**src/tfr_pkg.sv**
```systemverilog
// shared types and constants for the telemetry frame receiver
// no dependencies
package tfr_pkg;

	localparam logic [3:0] KIND_QUERY     = 4'd0;
	localparam logic [3:0] KIND_TELEMETRY = 4'd1;
	localparam logic [3:0] KIND_HEARTBEAT = 4'd2;
	localparam logic [3:0] KIND_ACK       = 4'd3;
	localparam logic [3:0] KIND_PAIR_ACK  = 4'd4;
	localparam logic [3:0] KIND_OTHER     = 4'd5;
	localparam logic [3:0] KIND_SHORT     = 4'd6;
	localparam logic [3:0] KIND_BAD_HDR   = 4'd7;
	localparam logic [3:0] KIND_TRUNC     = 4'd8;
	localparam logic [3:0] KIND_CRC_ERR   = 4'd9;

	localparam logic [2:0] REG_VERSION  = 3'd0;
	localparam logic [2:0] REG_TELE     = 3'd1;
	localparam logic [2:0] REG_HBEAT    = 3'd2;
	localparam logic [2:0] REG_ACK      = 3'd3;
	localparam logic [2:0] REG_PAIR_ACK = 3'd4;
	localparam logic [2:0] REG_TIMEOUT  = 3'd5;

	localparam logic [7:0]  MAGIC_BYTE = 8'h4C;
	localparam logic [15:0] CRC_INIT   = 16'hFFFF;
	localparam logic [15:0] CRC_POLY   = 16'h1021;

	// one judged event handed from the front to the back
	typedef struct packed {
		logic        query;
		logic [3:0]  kind;
		logic [15:0] seq;
		logic [15:0] ack_seq;
		logic [7:0]  ack_status;
		logic [47:0] now;
		logic [7:0]  motion;
		logic [31:0] steps;
		logic [15:0] accel;
		logic [7:0]  confidence;
		logic [7:0]  signal;
		logic [7:0]  battery;
	} event_t;

	typedef struct packed {
		logic [3:0]  kind;
		logic        link_ok;
		logic [7:0]  motion;
		logic [31:0] steps;
		logic [15:0] accel;
		logic [7:0]  confidence;
		logic [7:0]  signal;
		logic [7:0]  battery;
		logic [47:0] tele_time;
		logic [15:0] seq;
		logic [15:0] ack_seq;
		logic [7:0]  ack_status;
	} result_t;

	typedef struct packed {
		logic [7:0] version;
		logic [7:0] tele_type;
		logic [7:0] hbeat_type;
		logic [7:0] ack_type;
		logic [7:0] pair_type;
	} codes_t;

	function automatic logic [15:0] crc_byte(input logic [15:0] crc, input logic [7:0] b);
		logic [15:0] c;
		c = crc ^ {b, 8'h00};
		for (int k = 0; k < 8; k++) begin
			c = c[15] ? ({c[14:0], 1'b0} ^ CRC_POLY) : {c[14:0], 1'b0};
		end
		return c;
	endfunction

endpackage

```
**src/tfr_front.sv**
```systemverilog
// front part: byte assembly, crc, capture and frame judgement
// depends on tfr_pkg
module tfr_front #(
	parameter int MAX_FRAME_BYTES = 270
) (
	input  logic                   clk,
	input  logic                   arst_n,
	input  logic                   take,
	input  logic                   command,
	input  logic [7:0]             data_byte,
	input  logic                   frame_end,
	input  logic signed [7:0]      link_rssi,
	input  logic                   link_rssi_present,
	input  logic [47:0]            now_ms,
	input  tfr_pkg::codes_t        codes,
	output logic                   ev_valid,
	output tfr_pkg::event_t        ev
);
	localparam int PW = $clog2(MAX_FRAME_BYTES + 1);

	logic [PW-1:0] pos_q;
	logic [15:0]   crc_q;
	logic [15:0]   trailer_q;
	logic [7:0]    hdr_q [12];
	logic [7:0]    pay_q [12];

	logic [9:0]  body;
	logic [PW-1:0] len;
	logic [15:0] crc_next, trailer_next;
	logic [7:0]  hdr_n [12];
	logic [7:0]  pay_n [12];
	logic        in_range;
	logic [9:0]  pos10;
	logic [8:0]  pl;

	assign pos10 = 10'(pos_q);

	always_comb begin
		for (int i = 0; i < 12; i++) begin
			hdr_n[i] = hdr_q[i];
			pay_n[i] = pay_q[i];
		end
		crc_next = crc_q;
		trailer_next = trailer_q;
		in_range = pos10 < 10'(MAX_FRAME_BYTES);
		body = 10'd12 + 10'(hdr_q[11]);
		if (in_range) begin
			if (pos10 < 10'd12) begin
				hdr_n[pos10[3:0]] = data_byte;
				crc_next = tfr_pkg::crc_byte(crc_q, data_byte);
			end else if (pos10 < body) begin
				crc_next = tfr_pkg::crc_byte(crc_q, data_byte);
				if (pos10 < 10'd24)
					pay_n[4'(pos10 - 10'd12)] = data_byte;
			end else if (pos10 == body) begin
				trailer_next = {trailer_q[15:8], data_byte};
			end else if (pos10 == body + 10'd1) begin
				trailer_next = {data_byte, trailer_q[7:0]};
			end
		end
		len = in_range ? pos_q + 1'b1 : pos_q;
	end

	always_ff @(posedge clk or negedge arst_n) begin
		if (!arst_n) begin
			pos_q <= '0;
			crc_q <= tfr_pkg::CRC_INIT;
			trailer_q <= '0;
		end else if (take && !command) begin
			if (frame_end) begin
				pos_q <= '0;
				crc_q <= tfr_pkg::CRC_INIT;
			end else begin
				pos_q <= len;
				crc_q <= crc_next;
			end
			trailer_q <= trailer_next;
		end
	end

	always_ff @(posedge clk) begin
		if (take && !command) begin
			for (int i = 0; i < 12; i++) begin
				hdr_q[i] <= hdr_n[i];
				pay_q[i] <= pay_n[i];
			end
		end
	end

	// judge from the next-state view so the last byte counts
	always_comb begin
		ev = '0;
		ev.now = now_ms;
		ev.query = command;
		ev.kind = tfr_pkg::KIND_QUERY;
		pl = 9'(hdr_n[11]);
		ev.motion = pay_n[0];
		ev.steps = {pay_n[4], pay_n[3], pay_n[2], pay_n[1]};
		ev.accel = {pay_n[6], pay_n[5]};
		ev.confidence = pay_n[7];
		ev.signal = link_rssi_present ? link_rssi : pay_n[8];
		ev.battery = pay_n[9];
		if (!command) begin
			if (10'(len) < 10'd14) begin
				ev.kind = tfr_pkg::KIND_SHORT;
			end else begin
				ev.seq = {hdr_n[6], hdr_n[5]};
				if (hdr_n[0] != tfr_pkg::MAGIC_BYTE || hdr_n[1] != tfr_pkg::MAGIC_BYTE
						|| hdr_n[2] != codes.version)
					ev.kind = tfr_pkg::KIND_BAD_HDR;
				else if (10'(len) < 10'd14 + 10'(pl))
					ev.kind = tfr_pkg::KIND_TRUNC;
				else if (crc_next != trailer_next)
					ev.kind = tfr_pkg::KIND_CRC_ERR;
				else if (hdr_n[3] == codes.tele_type && pl >= 9'd12)
					ev.kind = tfr_pkg::KIND_TELEMETRY;
				else if (hdr_n[3] == codes.hbeat_type)
					ev.kind = tfr_pkg::KIND_HEARTBEAT;
				else if (hdr_n[3] == codes.ack_type && pl >= 9'd4) begin
					ev.kind = tfr_pkg::KIND_ACK;
					ev.ack_seq = {pay_n[1], pay_n[0]};
					ev.ack_status = pay_n[2];
				end else if (hdr_n[3] == codes.pair_type)
					ev.kind = tfr_pkg::KIND_PAIR_ACK;
				else
					ev.kind = tfr_pkg::KIND_OTHER;
			end
		end
	end

	assign ev_valid = take && (command || frame_end);

endmodule

```
**src/tfr_queue.sv**
```systemverilog
// short event queue between front and back
// depends on tfr_pkg
module tfr_queue (
	input  logic            clk,
	input  logic            arst_n,
	input  logic            wr,
	input  tfr_pkg::event_t wdata,
	output logic            full,
	output logic            nonempty,
	input  logic            rd,
	output tfr_pkg::event_t rdata
);
	tfr_pkg::event_t mem_q [2];
	logic       wp_q, rp_q;
	logic [1:0] cnt_q;

	assign full = cnt_q == 2'd2;
	assign nonempty = cnt_q != 2'd0;
	assign rdata = mem_q[rp_q];

	always_ff @(posedge clk) begin
		if (wr) mem_q[wp_q] <= wdata;
	end

	always_ff @(posedge clk or negedge arst_n) begin
		if (!arst_n) begin
			wp_q <= 1'b0;
			rp_q <= 1'b0;
			cnt_q <= '0;
		end else begin
			if (wr) wp_q <= ~wp_q;
			if (rd) rp_q <= ~rp_q;
			cnt_q <= cnt_q + 2'(wr) - 2'(rd);
		end
	end

endmodule

```
**src/tfr_back.sv**
```systemverilog
// back part: stored telemetry update, link status and result register
// depends on tfr_pkg
module tfr_back (
	input  logic            clk,
	input  logic            arst_n,
	input  logic            ev_valid,
	input  tfr_pkg::event_t ev,
	output logic            ev_take,
	input  logic [15:0]     timeout,
	output logic            res_valid,
	output tfr_pkg::result_t res,
	input  logic            res_pop
);
	logic [7:0]  motion_q, conf_q, signal_q, batt_q;
	logic [31:0] steps_q;
	logic [15:0] accel_q;
	logic [47:0] tele_time_q, last_q;
	logic        any_q;
	logic        rv_q;
	tfr_pkg::result_t res_q;

	logic        tele, refresh, any_n;
	logic [47:0] last_n, diff;
	tfr_pkg::result_t r;

	assign ev_take = ev_valid && (!rv_q || res_pop);
	assign tele = ev.kind == tfr_pkg::KIND_TELEMETRY && !ev.query;
	assign refresh = !ev.query
		&& (ev.kind == tfr_pkg::KIND_TELEMETRY || ev.kind == tfr_pkg::KIND_HEARTBEAT);
	assign last_n = refresh ? ev.now : last_q;
	assign any_n = any_q || refresh;
	assign diff = ev.now - last_n;

	always_comb begin
		r.kind = ev.kind;
		// time going backwards counts as fresh
		r.link_ok = any_n && (ev.now < last_n || diff < 48'(timeout));
		r.motion = tele ? ev.motion : motion_q;
		r.steps = tele ? ev.steps : steps_q;
		r.accel = tele ? ev.accel : accel_q;
		r.confidence = tele ? ev.confidence : conf_q;
		r.signal = tele ? ev.signal : signal_q;
		r.battery = tele ? ev.battery : batt_q;
		r.tele_time = tele ? ev.now : tele_time_q;
		r.seq = ev.seq;
		r.ack_seq = ev.ack_seq;
		r.ack_status = ev.ack_status;
	end

	always_ff @(posedge clk or negedge arst_n) begin
		if (!arst_n) begin
			motion_q <= '0;
			steps_q <= '0;
			accel_q <= '0;
			conf_q <= '0;
			signal_q <= 8'h9C;
			batt_q <= '0;
			tele_time_q <= '0;
			last_q <= '0;
			any_q <= 1'b0;
			rv_q <= 1'b0;
		end else begin
			if (ev_take) begin
				motion_q <= r.motion;
				steps_q <= r.steps;
				accel_q <= r.accel;
				conf_q <= r.confidence;
				signal_q <= r.signal;
				batt_q <= r.battery;
				tele_time_q <= r.tele_time;
				last_q <= last_n;
				any_q <= any_n;
				rv_q <= 1'b1;
			end else if (res_pop) begin
				rv_q <= 1'b0;
			end
		end
	end

	always_ff @(posedge clk) begin
		if (ev_take) res_q <= r;
	end

	assign res_valid = rv_q;
	assign res = res_q;

endmodule

```
**src/telemetry_frame_receiver.sv**
```systemverilog
// top level of the telemetry frame receiver
// depends on tfr_pkg, tfr_front, tfr_queue, tfr_back
//
// channel   direction  handshake            payload
// input     in         push / full          command, data_byte, frame_end, link_*, now_ms
// result    out        empty / pop          result_kind .. ack_status
// config    in         cfg_valid/cfg_ready  cfg_index, cfg_data
//
// one byte or query per cycle while full is low; crc update and capture happen in the accepting cycle
// a judged frame or query passes through a queue entry and then the result register to the result ports
// a two-entry queue decouples the front from the result register; full rises
// only when both are held by an unpopped consumer
// reset clears assembly state and stored telemetry (signal returns to 8'h9C) and loads config defaults
module telemetry_frame_receiver #(
	parameter int MAX_FRAME_BYTES = 270
) (
	input  logic               clk,
	input  logic               arst_n,
	input  logic               push,
	output logic               full,
	input  logic               command,
	input  logic [7:0]         data_byte,
	input  logic               frame_end,
	input  logic signed [7:0]  link_rssi,
	input  logic               link_rssi_present,
	input  logic [47:0]        now_ms,
	output logic               empty,
	input  logic               pop,
	output logic [3:0]         result_kind,
	output logic               link_ok,
	output logic [7:0]         motion_code,
	output logic [31:0]        step_total,
	output logic [15:0]        accel_peak,
	output logic [7:0]         confidence_level,
	output logic signed [7:0]  signal_dbm,
	output logic [7:0]         battery_level,
	output logic [47:0]        telemetry_time_ms,
	output logic [15:0]        frame_sequence,
	output logic [15:0]        acked_sequence,
	output logic [7:0]         ack_status,
	input  logic               cfg_valid,
	output logic               cfg_ready,
	input  logic [2:0]         cfg_index,
	input  logic [15:0]        cfg_data
);
	tfr_pkg::codes_t  codes_q;
	logic [15:0]      timeout_q;
	logic             take, ev_valid, q_full, q_ne, q_rd, res_valid, pop_ok;
	tfr_pkg::event_t  ev, q_ev;
	tfr_pkg::result_t res;

	assign cfg_ready = 1'b1;

	always_ff @(posedge clk or negedge arst_n) begin
		if (!arst_n) begin
			codes_q.version <= 8'd1;
			codes_q.tele_type <= 8'd1;
			codes_q.hbeat_type <= 8'd4;
			codes_q.ack_type <= 8'd3;
			codes_q.pair_type <= 8'd6;
			timeout_q <= 16'd5000;
		end else if (cfg_valid) begin
			case (cfg_index)
				tfr_pkg::REG_VERSION:  codes_q.version <= cfg_data[7:0];
				tfr_pkg::REG_TELE:     codes_q.tele_type <= cfg_data[7:0];
				tfr_pkg::REG_HBEAT:    codes_q.hbeat_type <= cfg_data[7:0];
				tfr_pkg::REG_ACK:      codes_q.ack_type <= cfg_data[7:0];
				tfr_pkg::REG_PAIR_ACK: codes_q.pair_type <= cfg_data[7:0];
				tfr_pkg::REG_TIMEOUT:  timeout_q <= cfg_data;
				default: ;
			endcase
		end
	end

	assign full = q_full;
	assign take = push && !q_full;

	tfr_front #(.MAX_FRAME_BYTES(MAX_FRAME_BYTES)) u_front (
		.clk, .arst_n, .take, .command, .data_byte, .frame_end, .link_rssi,
		.link_rssi_present, .now_ms, .codes(codes_q), .ev_valid, .ev
	);

	tfr_queue u_queue (
		.clk, .arst_n, .wr(ev_valid), .wdata(ev), .full(q_full), .nonempty(q_ne),
		.rd(q_rd), .rdata(q_ev)
	);

	assign pop_ok = pop && res_valid;

	tfr_back u_back (
		.clk, .arst_n, .ev_valid(q_ne), .ev(q_ev), .ev_take(q_rd), .timeout(timeout_q),
		.res_valid, .res, .res_pop(pop_ok)
	);

	assign empty = !res_valid;
	assign result_kind = res.kind;
	assign link_ok = res.link_ok;
	assign motion_code = res.motion;
	assign step_total = res.steps;
	assign accel_peak = res.accel;
	assign confidence_level = res.confidence;
	assign signal_dbm = res.signal;
	assign battery_level = res.battery;
	assign telemetry_time_ms = res.tele_time;
	assign frame_sequence = res.seq;
	assign acked_sequence = res.ack_seq;
	assign ack_status = res.ack_status;

	a_no_push_when_full: assert property (@(posedge clk) disable iff (!arst_n)
		q_full |-> !ev_valid) else $error("queue overflow");
	a_take_needs_data: assert property (@(posedge clk) disable iff (!arst_n)
		q_rd |-> q_ne) else $error("read of empty queue");
	a_result_appears: assert property (@(posedge clk) disable iff (!arst_n)
		q_rd |=> !empty) else $error("result lost");

endmodule
```
**config.mk**
```make
export PLATFORM = sky130hd
export DESIGN_NAME = telemetry_frame_receiver
export DESIGN_NICKNAME = d
export VERILOG_FILES = /design/src/tfr_pkg.sv /design/src/tfr_front.sv /design/src/tfr_queue.sv /design/src/tfr_back.sv /design/src/telemetry_frame_receiver.sv
export SDC_FILE = /design/constraint.sdc
export NUM_CORES = 1
export LEC_CHECK = 0
export BUFFER_PORTS_ARGS = -buffer_cell sky130_fd_sc_hd__buf_2
export CORE_UTILIZATION = 55
export CTS_CLUSTER_SIZE = 25
export DETAILED_ROUTE_END_ITERATION = 8
export GPL_ROUTABILITY_DRIVEN = 0
export PLACE_DENSITY = 0.73
export SKIP_LAST_GASP = 1
export SLEW_MARGIN = 15
export SYNTH_ARGS = -nofsm -noshare
export SYNTH_HDL_FRONTEND = slang
export SYNTH_HIERARCHICAL = 1
export SYNTH_SLANG_ARGS = --single-unit
```
**constraint.sdc**
```tcl
create_clock -name clk -period 10.1 [get_ports clk]
set_clock_uncertainty 0.1 [all_clocks]
set_input_delay 1.01 -clock clk [delete_from_list [all_inputs] [get_ports clk]]
set_output_delay 1.01 -clock clk [all_outputs]
set_load 0.05 [all_outputs]
```
* Word level (Yosys, flattened, before mapping) *
Memory sizes are Yosys's and may differ from the RTL's.
Index checks and enable logic that the tools add are counted.

word-level totals
  register bits = 452
  latch bits = 0
  bits in writable memories = 538
  ROM bits = 0
  output and inout port bits = 176
  logic and storage cells = 184
  memories = 3

memory list
  name           depth  width  read ports  clocked after Yosys merged registers in  wr ports  line             RTL
  u_queue.mem_q  2      173    1           0                                        1         tfr_queue.sv:13  tfr_pkg::event_t mem_q [2];
  u_front.hdr_q  12     8      12          0                                        12        tfr_front.sv:24  logic [7:0] hdr_q [12];
  u_front.pay_q  12     8      12          0                                        12        tfr_front.sv:25  logic [7:0] pay_q [12];

operators by class
  $add $sub $neg = 8
  $mul = 0
  divide/modulo/power cells = 0
  order comparisons = 14
  equal/unequal tests = 18
  shift-type cells = 0
  mux-type cells = 62
  bitwise gates (word level) = 13
  reduce and logical (&&, ||, !) cells = 32

operators by type and width
  operator             count
  $mux 96              6
  $bwmux 96            2
  $mux 16              10
  $mux 24              6
  $mux 13              8
  $mux 48              2
  $demux 8 s4          2
  $mux 8               7
  $lt 48x16->1         1
  $lt 48x48->1         1
  $sub 48x48->48       1
  $mux 44              1
  $mux 40              1
  $eq 8x8->1           4
  $mux 32              1
  $mux 4               6
  $not 3->3            8
  $add 4x8->9 const A  2
  $lt 9x4->1 const B   2
  $mux 9               2
  $ne 16x16->1         1
  $ne 8x7->1 const B   2
  $xor 16x16->16       1
  $logic_and 1x1->1    12
  other kinds (31)     58

* Longest topological paths before layout *
Gate-level depths: netlist of run 1.

  word-level depth = 26
  gate-level depth with buffers = 30
  mapped depth without buffers = 27

* Cells and area by module *
The synthesis of run 1 kept the hierarchy.

modules (own cells, without submodules)
  module                    times used  cells each  area each (µm²)  seq. area each (µm²)
  tfr_back                  1           1316        17433.0          9654.3
  tfr_queue                 1           553         12744.7          10490.1
  tfr_front                 1           1014        11583.6          5129.9
  telemetry_frame_receiver  1           128         2182.1           1416.4

* Worst setup path after synthesis of run 1 *
OpenSTA, ideal clock, no wires.

  path type = in2reg
  start point = input port push
  end point = memory u_queue/mem_q[0][0] in the netlist's numbering (enable)
  library setup time = 0.729 ns
  arrival = 8.946 ns
  slack = 0.325 ns
  cell stages on the path = 3
  cell sequence = nor2b_1 -> o21a_1 -> nor2b_1

between the ends
  word-level cells in the longest chain between the ends = 4

RTL lines
  what                          line                            RTL
  start, declared               telemetry_frame_receiver.sv:19  input logic push,
  $logic_and 1x1->1             telemetry_frame_receiver.sv:76  assign take = push && !q_full;
  $logic_and 1x1->1             tfr_front.sv:131                assign ev_valid = take && (command || frame_end);
  net ev_valid                  telemetry_frame_receiver.sv:48  logic take, ev_valid, q_full, q_ne, q_rd, res_valid, pop_ok;
  $mux 1                        tfr_queue.sv:22                 if (wr) mem_q[wp_q] <= wdata;
  $mux 1 (not written as such)  tfr_queue.sv:22
  end, declared                 tfr_queue.sv:13

The timed path passes the listed nets, and every way through them passes these cells.

==> results of run 1 <==
cells in the mapped netlist, types with 27 or more instances:
library cell | instances | area share
sky130_fd_sc_hd__a21oi_1 | 97 | 0.011
sky130_fd_sc_hd__dfstp_2 | 32 | 0.019
sky130_fd_sc_hd__xnor2_1 | 97 | 0.019
sky130_fd_sc_hd__inv_1 | 70 | 0.0060
sky130_fd_sc_hd__dfrtp_1 | 247 | 0.14
sky130_fd_sc_hd__buf_4 | 124 | 0.021
sky130_fd_sc_hd__nand2_1 | 98 | 0.0084
sky130_fd_sc_hd__nor2_1 | 92 | 0.0079
sky130_fd_sc_hd__edfxtp_1 | 655 | 0.45
sky130_fd_sc_hd__nor2b_1 | 31 | 0.0044
sky130_fd_sc_hd__nand3_1 | 27 | 0.0031
sky130_fd_sc_hd__mux2i_1 | 86 | 0.020
sky130_fd_sc_hd__xor2_1 | 47 | 0.0094
sky130_fd_sc_hd__ha_1 | 85 | 0.024
sky130_fd_sc_hd__mux2_2 | 663 | 0.17
sky130_fd_sc_hd__o21ai_0 | 68 | 0.0077
sky130_fd_sc_hd__clkbuf_1 | 93 | 0.0079
metal layers:
layer / up-vias / global-route usage / share of wire
met5: - / 0 / 0.00022
met4: 4 / 0.0684 / 0.022
met3: 173 / 0.0342 / 0.053
met2: 838 / 0.423 / 0.51
met1: 12900 / 0.306 / 0.41
li1: 11400 / - / -
through the flow:
step	power, mW	cells	util	hold slack, ns
6_report	16.7	4272	0.612	0.271
5_1_grt	17.5	4272	0.612	0.330
4_1_cts	16.7	4272	0.612	0.286
3_5_place_dp	13.1	4095	0.573	0.353
3_3_place_gp	12.9	4095	0.573	0.366
2_1_floorplan	11.6	3011	-	0.335
final cells by class:
class	instances	area, µm²	share of cell area
Clock buffer	127	2540	0.0524
Inverter	71	272	0.00561
Tap cell	1050	1310	0.0272
Timing Repair Buffer	293	1570	0.0325
Multi-Input combinational cell	1747	15400	0.318
Sequential cell	934	26700	0.552
Clock inverter	50	583	0.0121
how the worst min path moves through the flow:
stage / slack [ns] / cells past startpoint / end
after floorplan: 0.34 / 1 / u_back/any_q$_DFFE_PN0P_
after global placement: 0.37 / 1 / u_back/any_q$_DFFE_PN0P_
after detailed placement: 0.35 / 1 / u_back/any_q$_DFFE_PN0P_
after CTS: 0.29 / 1 / u_back/tele_time_q[13]$_DFFE_PN0P_
after global routing: 0.33 / 1 / u_back/tele_time_q[4]$_DFFE_PN0P_
final: 0.27 / 1 / u_back/tele_time_q[13]$_DFFE_PN0P_
where the power goes:
| group | total (mW) | internal [mW] | switching, mW | leakage [nW] |
|---|---|---|---|---|
| clock | 3.47 | 2.01 | 1.46 | 1.51 |
| sequential | 5.97 | 5.48 | 0.495 | 9.66 |
| combinational | 7.23 | 2.58 | 4.65 | 7.49 |
| total | 16.7 | 10.1 | 6.61 | 18.7 |
cell usage in the layout (no fill, tap or decap), types with 14 or more instances in the layout:
cell type                   synthesis  final
sky130_fd_sc_hd__ha_1              85     85
sky130_fd_sc_hd__inv_1             70     69
sky130_fd_sc_hd__clkbuf_1          93     27
sky130_fd_sc_hd__xor2_1            47     47
sky130_fd_sc_hd__nor2_1            92     91
sky130_fd_sc_hd__clkbuf_16          0     94
sky130_fd_sc_hd__dfrtp_1          247    246
sky130_fd_sc_hd__nor3_1            26     26
sky130_fd_sc_hd__o21ai_0           68     68
sky130_fd_sc_hd__buf_4            124     26
sky130_fd_sc_hd__nand2_1           98     97
sky130_fd_sc_hd__a21o_1            23     23
sky130_fd_sc_hd__edfxtp_1         655    655
sky130_fd_sc_hd__xnor2_1           97     97
sky130_fd_sc_hd__a21oi_1           97     97
sky130_fd_sc_hd__mux2_2           663    663
sky130_fd_sc_hd__nor2b_1           31     30
sky130_fd_sc_hd__nor4_1            18     18
sky130_fd_sc_hd__dfstp_2           32     32
sky130_fd_sc_hd__buf_2              9    264
sky130_fd_sc_hd__o21a_1            14     14
sky130_fd_sc_hd__nand4_1           26     26
sky130_fd_sc_hd__mux2i_1           86     86
sky130_fd_sc_hd__nand3_1           27     27
sky130_fd_sc_hd__clkinv_1           0     15
sky130_fd_sc_hd__nor3b_2           20     20
cell families after synthesis:
logic type	after synthesis	synth area share
buf+inv	330	0.0427
mux	749	0.189
xor+xnor	147	0.0300
other cells	1	0.0000853
simple gates	431	0.0560
fa+ha+maj	91	0.0258
compound gates	328	0.0485
flops	934	0.607
flip-flops by register name, indices dropped and copies added, names as in the netlist:
signal / count
u_queue/mem_q: 346
u_back/res: 173
u_front/pay_q: 80
u_front/hdr_q: 56
u_back/last_q: 48
u_back/tele_time_q: 48
codes_q: 40
u_back/steps_q: 32
timeout_q: 16
u_back/accel_q: 16
u_front/crc_q: 16
u_front/trailer_q: 16
u_front/pos_q: 9
u_back/batt_q: 8
u_back/conf_q: 8
u_back/motion_q: 8
u_back/signal_q: 8
u_queue/cnt_q: 2
u_back/any_q: 1
u_back/res_valid: 1
u_queue/rp_q: 1
u_queue/wp_q: 1
==> run summary, run 1 <==
remaining antenna violation count after routing: 0
TritonCTS clock tree: done
Least-Margin Pin Slew: 1.11 ns
wire length of the first global-routing pass: 151000 µm
count of input and output buffers: 265
Post-DP Area: 45300 µm²
Worst path max stage delay: 1.00 ns
Worst path most repeated cell: sky130_fd_sc_hd__a21oi_1
class of the tightest hold or removal check: input pin to asynchronous set/reset pin
Nets: 3318
endpoint of the worst-slack reg-to-reg timing path: u_back/res[168]$_DFFE_PP_
via count of the first global-routing pass: 26200
cts bufs inserted: 94
cell at the root of the clock tree: sky130_fd_sc_hd__clkbuf_16
DR DRC count: 0
crit path capture type: flop
max cap viols: 0
status: finished clean
wire per inst: 22.8 µm
fin crit period: 7.70 ns
Hold Buf Count CTS: 0
finished layout cell area: 48400 µm²
worst skew pair latency: 0.66 ns
kind of start point of the critical path: flop
Async S/R FF share, synth: 0.299
number of antenna violations at the first check in global routing: 3
CP max-delay cell: sky130_fd_sc_hd__dfrtp_4
total number of H-tree levels: 3
Top delay family on crit path: simple AND/OR/NAND/NOR gates
ports placed on the boundary: 267
estimated wirelength of the detail-placed design: 62800 µm
DIE AREA: 81000 µm²
Max Buffers Root-to-Sink: 3
worst relative slew slack: 0.259
fmax: 130 MHz
power density normalized to cell area: 345 nW/µm²
placement-stage worst setup slack: 2.62 ns
area growth from synthesis to final layout: 10.1%
aggregate negative setup slack: 0 ns
worst reg2reg path startpoint: u_queue/rp_q$_DFFE_PN0P_
Mapped Cells: 3011
starting utilization of the core area: 0.556
max-slew violation count: 0
Post-CTS Repair Setup Buffers: 0
WP data arrival: 8.09 ns
# clock sinks: 934
filler cell count: 5884
Tcrit/Tclk final: 0.763
ratio of cells with drive above 1 in the final layout: 0.367
Worst IR Drop VDD: 0.255 mV
cell depth of the worst setup path: 26
floorplan die width: 285 µm
total congestion overflow after global routing: 0
Synthesized Nets: 3188
chip height: 285 µm
sequential share of the synthesized area: 0.607
slack of the worst reg-to-reg path: 2.40 ns
timing endpoint of the critical path: u_back/res[168]$_DFFE_PP_
number of distinct standard cells referenced by the synthesized netlist: 105
setup violators final: 0
type of the worst setup path: flop to flop
maximum fanout along the worst path: 57
synthesized area divided by synthesized cell count: 14.6 µm²
number of DRC markers in iteration 0: 1748
number of synthesized flops with an enable pin: 655
antenna cell count: 0
largest net degree at the start of global routing: 155
core region area: 79000 µm²
DRT Pass-1 Iters: 7
launching instance or port of the critical path: u_queue/rp_q$_DFFE_PN0P_
post-CTS resize count: 0
total count of hold-check failures in the final report: 0
predominant post-synthesis flop cell: sky130_fd_sc_hd__edfxtp_1
Worst Setup Slack, final: 2.40 ns
DR vias/cell: 5.93
critical path buffer and inverter count: 0
endpoint required time on the critical path: 10.49 ns
Leakage Power: 18.7 nW
clock-pin slew reported for the worst setup and hold paths after clock tree synthesis: 0.06 ns
number of storage elements in the synthesis netlist: 934
total via count after detailed routing: 25300
GRT Util Overall: 0.240
detailed-route wire length: 97300 µm
mapped cell area: 43900 µm²
Worst R2R Path Depth: 26
Warnings, synthesis: 6
setup repair after global routing missed its margin: no
number of core rows: 103
Power figures use the tool's default switching activity.
==> run 2: changes to the inputs <==
- PLACE_DENSITY: 0.73 -> 0.76
- clock period: 10.1 -> 6.3 ns (I/O delays scaled with it)
==> run 2 against run 1 <==
  * Flip-flop and latch count unchanged
  * Sequential power increased by 59%
  * First-iteration DRC count increased by 17%
  * Die area unchanged
  * Core utilization increased by 0.66 points
  * Worst setup slack got worse by 2.4 ns
  * Highest routed layer unchanged
  * The run now ends with setup timing left
  * Largest power group unchanged
  * Cell area increased by 1.1%
  * Register-to-register slack got worse by 2.4 ns
==> run summary, run 2 (synthesis gave the netlist of run 1 again) <==
status: finished, violations left
violated checks: setup timing
number of DRC markers in iteration 0: 2049 (+17%)
setup repair after global routing missed its margin: yes
cts bufs inserted: 94 (unchanged)
power density normalized to cell area: 556 nW/µm² (+61%)
CP max-delay cell: sky130_fd_sc_hd__dfrtp_4
starting utilization of the core area: 0.556 (unchanged)
most frequent cells in the layout: sky130_fd_sc_hd__mux2_2 (663), sky130_fd_sc_hd__edfxtp_1 (655), sky130_fd_sc_hd__buf_2 (264)
launching instance or port of the critical path: u_queue/rp_q$_DFFE_PN0P_
maximum fanout along the worst path: 7 (-88%)
Clock power frac: 0.220 (+0.012)
max-slew violation count: 0 (unchanged)
kind of start point of the critical path: flop
switching component of the power: 10.6 mW (+61%)
max cap viols: 0 (unchanged)
endpoint required time on the critical path: 6.70 ns (-3.79 ns)
internal cell power: 16.6 mW (+65%)
worst skew pair latency: 0.67 ns (about the same)
total power consumption of the routed design: 27.2 mW (+63%)
largest net degree at the start of global routing: 135 (-13%)
DR vias/cell: 5.91 (-0.33%)
Max Buffers Root-to-Sink: 3 (unchanged)
fraction of the core area covered by cells at the end of the flow: 0.619 (+0.00657)
slack of the worst reg-to-reg path: -0.04 ns (-2.44 ns)
core region area: 79000 µm² (unchanged)
wire per inst: 22.6 µm (-0.99%)
sequential group share of total power: 0.350 (-0.008)
ports placed on the boundary: 267 (unchanged)
Nets: 3335 (+0.51%)
setup violators final: 1 (+1)
ratio of cells with drive above 1 in the final layout: 0.381 (+0.0137)
switch share: 0.390 (-0.00586)
total via count after detailed routing: 25400 (+0.095%)
worst reg2reg path startpoint: u_queue/rp_q$_DFFE_PN0P_
Top delay family on crit path: compound AO/OA/AOI/OAI gates
remaining antenna violation count after routing: 0 (unchanged)
floorplan die width: 285 µm (unchanged)
number of antenna violations at the first check in global routing: 1 (-2)
total number of H-tree levels: 3 (unchanged)
cell depth of the worst setup path: 25 (-3.8%)
worst relative slew slack: 0.263 (+0.00464)
DR DRC count: 0 (unchanged)
WP data arrival: 6.74 ns (-1.35 ns)
Worst path max stage delay: 0.46 ns (-0.54 ns)
estimated wirelength of the detail-placed design: 63600 µm (+1.3%)
chip height: 285 µm (unchanged)
min-delay src: now_ms[14]
GRT Util Overall: 0.239 (-0.000985)
detailed-route wire length: 96800 µm (-0.57%)
fin crit period: 6.34 ns (-1.36 ns)
total count of hold-check failures in the final report: 0 (unchanged)
DRT Pass-1 Iters: 6 (-1)
wire length of the first global-routing pass: 150000 µm (-0.12%)
Post-DP Area: 45400 µm² (+0.23%)
filler cell count: 5758 (-2.1%)
via count of the first global-routing pass: 26200 (+0.18%)
number of core rows: 103 (unchanged)
Least-Margin Pin Slew: 1.09 ns (-0.0226 ns)
Worst Setup Slack, final: -0.0398 ns (-2.44 ns)
area growth from synthesis to final layout: 11.3%
top register by number of flip-flops: u_queue/mem_q
clock-pin slew reported for the worst setup and hold paths after clock tree synthesis: 0.06 ns (about the same)
crit path capture type: flop
area occupied by multi-input gates: 15500 µm² (+0.37%)
type of the worst setup path: flop to flop
fmax: 158 MHz (+21%)
# clock sinks: 934 (unchanged)
Worst IR Drop VDD: 0.367 mV (+44%)
endpoint of the worst-slack reg-to-reg timing path: u_back/res[168]$_DFFE_PP_
antenna cell count: 0 (unchanged)
most common library cell in the layout ignoring fill and taps: sky130_fd_sc_hd__mux2_2
DIE AREA: 81000 µm² (unchanged)
Worst R2R Path Depth: 25 (-3.8%)
count of input and output buffers: 265 (unchanged)
share of total power in combinational logic: 0.430 (-0.004)
max FFs per register: 346 (unchanged)
Leakage Power: 18.9 nW (+1.3%)
class of the tightest hold or removal check: input pin to flop
critical path buffer and inverter count: 1 (+1)
TritonCTS clock tree: done
total congestion overflow after global routing: 0 (unchanged)
cell at the root of the clock tree: sky130_fd_sc_hd__clkbuf_16
FF/Latch Area: 26700 µm² (unchanged)
finished layout cell area: 48900 µm² (+1.1%)
timing endpoint of the critical path: u_back/res[168]$_DFFE_PP_
Tcrit/Tclk final: 1.01 (+0.244)
run 2: changes by cell type in the layout (fill, tap and decap cells not counted), sizes merged:
cell / delta
clkinvlp: +6
dlygate4sd3: +1
clkbuf: -3
inv: +1
bufinv: +5
clkinv: -8
buf: +16
run 2: layer usage:
| layer | global-route usage | share of wire | vias to the layer above |
|---|---|---|---|
| met4 | 0.0753 | 0.027 | 2 |
| met5 | 0 | 0.00013 | - |
| met1 | 0.311 | 0.41 | 12900 |
| li1 | - | - | 11400 |
| met2 | 0.411 | 0.50 | 811 |
| met3 | 0.0347 | 0.056 | 174 |
run 2: worst reg2reg max path, stage by stage (launching register included):
cell and delay (ns):
sky130_fd_sc_hd__dfrtp_4 0.46, sky130_fd_sc_hd__mux2_2 0.40, sky130_fd_sc_hd__or3_4 0.43, sky130_fd_sc_hd__nor2_4 0.24, sky130_fd_sc_hd__buf_4 0.18, sky130_fd_sc_hd__mux2i_2 0.29, sky130_fd_sc_hd__ha_4 0.27, sky130_fd_sc_hd__a21o_1 0.20
sky130_fd_sc_hd__a31o_2 0.26, sky130_fd_sc_hd__a21oi_4 0.23, sky130_fd_sc_hd__a21oi_1 0.15, sky130_fd_sc_hd__nor2_2 0.18, sky130_fd_sc_hd__o21bai_1 0.09, sky130_fd_sc_hd__a21oi_1 0.19, sky130_fd_sc_hd__xnor2_1 0.14, sky130_fd_sc_hd__ha_1 0.26
sky130_fd_sc_hd__nor2b_1 0.14, sky130_fd_sc_hd__o21ai_1 0.14, sky130_fd_sc_hd__o31ai_1 0.09, sky130_fd_sc_hd__a311oi_1 0.31, sky130_fd_sc_hd__nand4_1 0.13, sky130_fd_sc_hd__a211o_1 0.26, sky130_fd_sc_hd__nor4_2 0.28, sky130_fd_sc_hd__nand4_1 0.16
sky130_fd_sc_hd__or4_4 0.45, sky130_fd_sc_hd__o31ai_2 0.18
run 2: timing repair:
item,4_1_cts,5_1_grt
setup endpoints to repair,1,1
hold buffers,1,0
buffers inserted,0,6
resized for setup,2,11
pin swaps,0,6
endpoints found under the hold margin,89,0
run 2: power by group through the flow:
stage / clock [mW] / sequential, mW / combinational [mW]
floorplan: 0 / 11.4 / 7.06
global placement: 0 / 9.54 / 11.2
detailed placement: 0 / 9.63 / 11.4
CTS: 6.09 / 9.53 / 11.5
global route: 6.34 / 9.69 / 12.5
finish: 5.98 / 9.52 / 11.7
run 2: final cells by class:
cell class / count / share of cell area
Sequential cell: 934 / 0.546
Multi-Input combinational cell: 1747 / 0.316
Clock buffer: 124 / 0.0539
Timing Repair Buffer: 310 / 0.0360
Tap cell: 1050 / 0.0269
Clock inverter: 54 / 0.0155
Inverter: 71 / 0.00555
run 2: worst min path at each step:
stage,cells after the start,endpoint,slack (ns)
finish,1,u_queue/mem_q[1][94]$_DFFE_PP_,0.05
global route,1,u_queue/mem_q[0][114]$_DFFE_PP_,0.03
CTS,1,u_queue/mem_q[1][114]$_DFFE_PP_,0.009
detailed placement,1,u_back/any_q$_DFFE_PN0P_,0.36
global placement,1,u_back/any_q$_DFFE_PN0P_,0.35
floorplan,0,codes_q[0]$_DFFE_PN0P_,0.23
run 2: metrics by stage:
stage,hold slack [ns],setup TNS [ns],instances,worst slack (ns)
6_report,0.0489,-0.0398,4290,-0.0398
5_1_grt,0.0285,-0.307,4290,-0.307
4_1_cts,0.00915,0,4283,0.0406
3_5_place_dp,0.357,0,4104,0.00537
3_3_place_gp,0.349,0,4104,0.173
2_1_floorplan,0.234,0,3011,0.0140
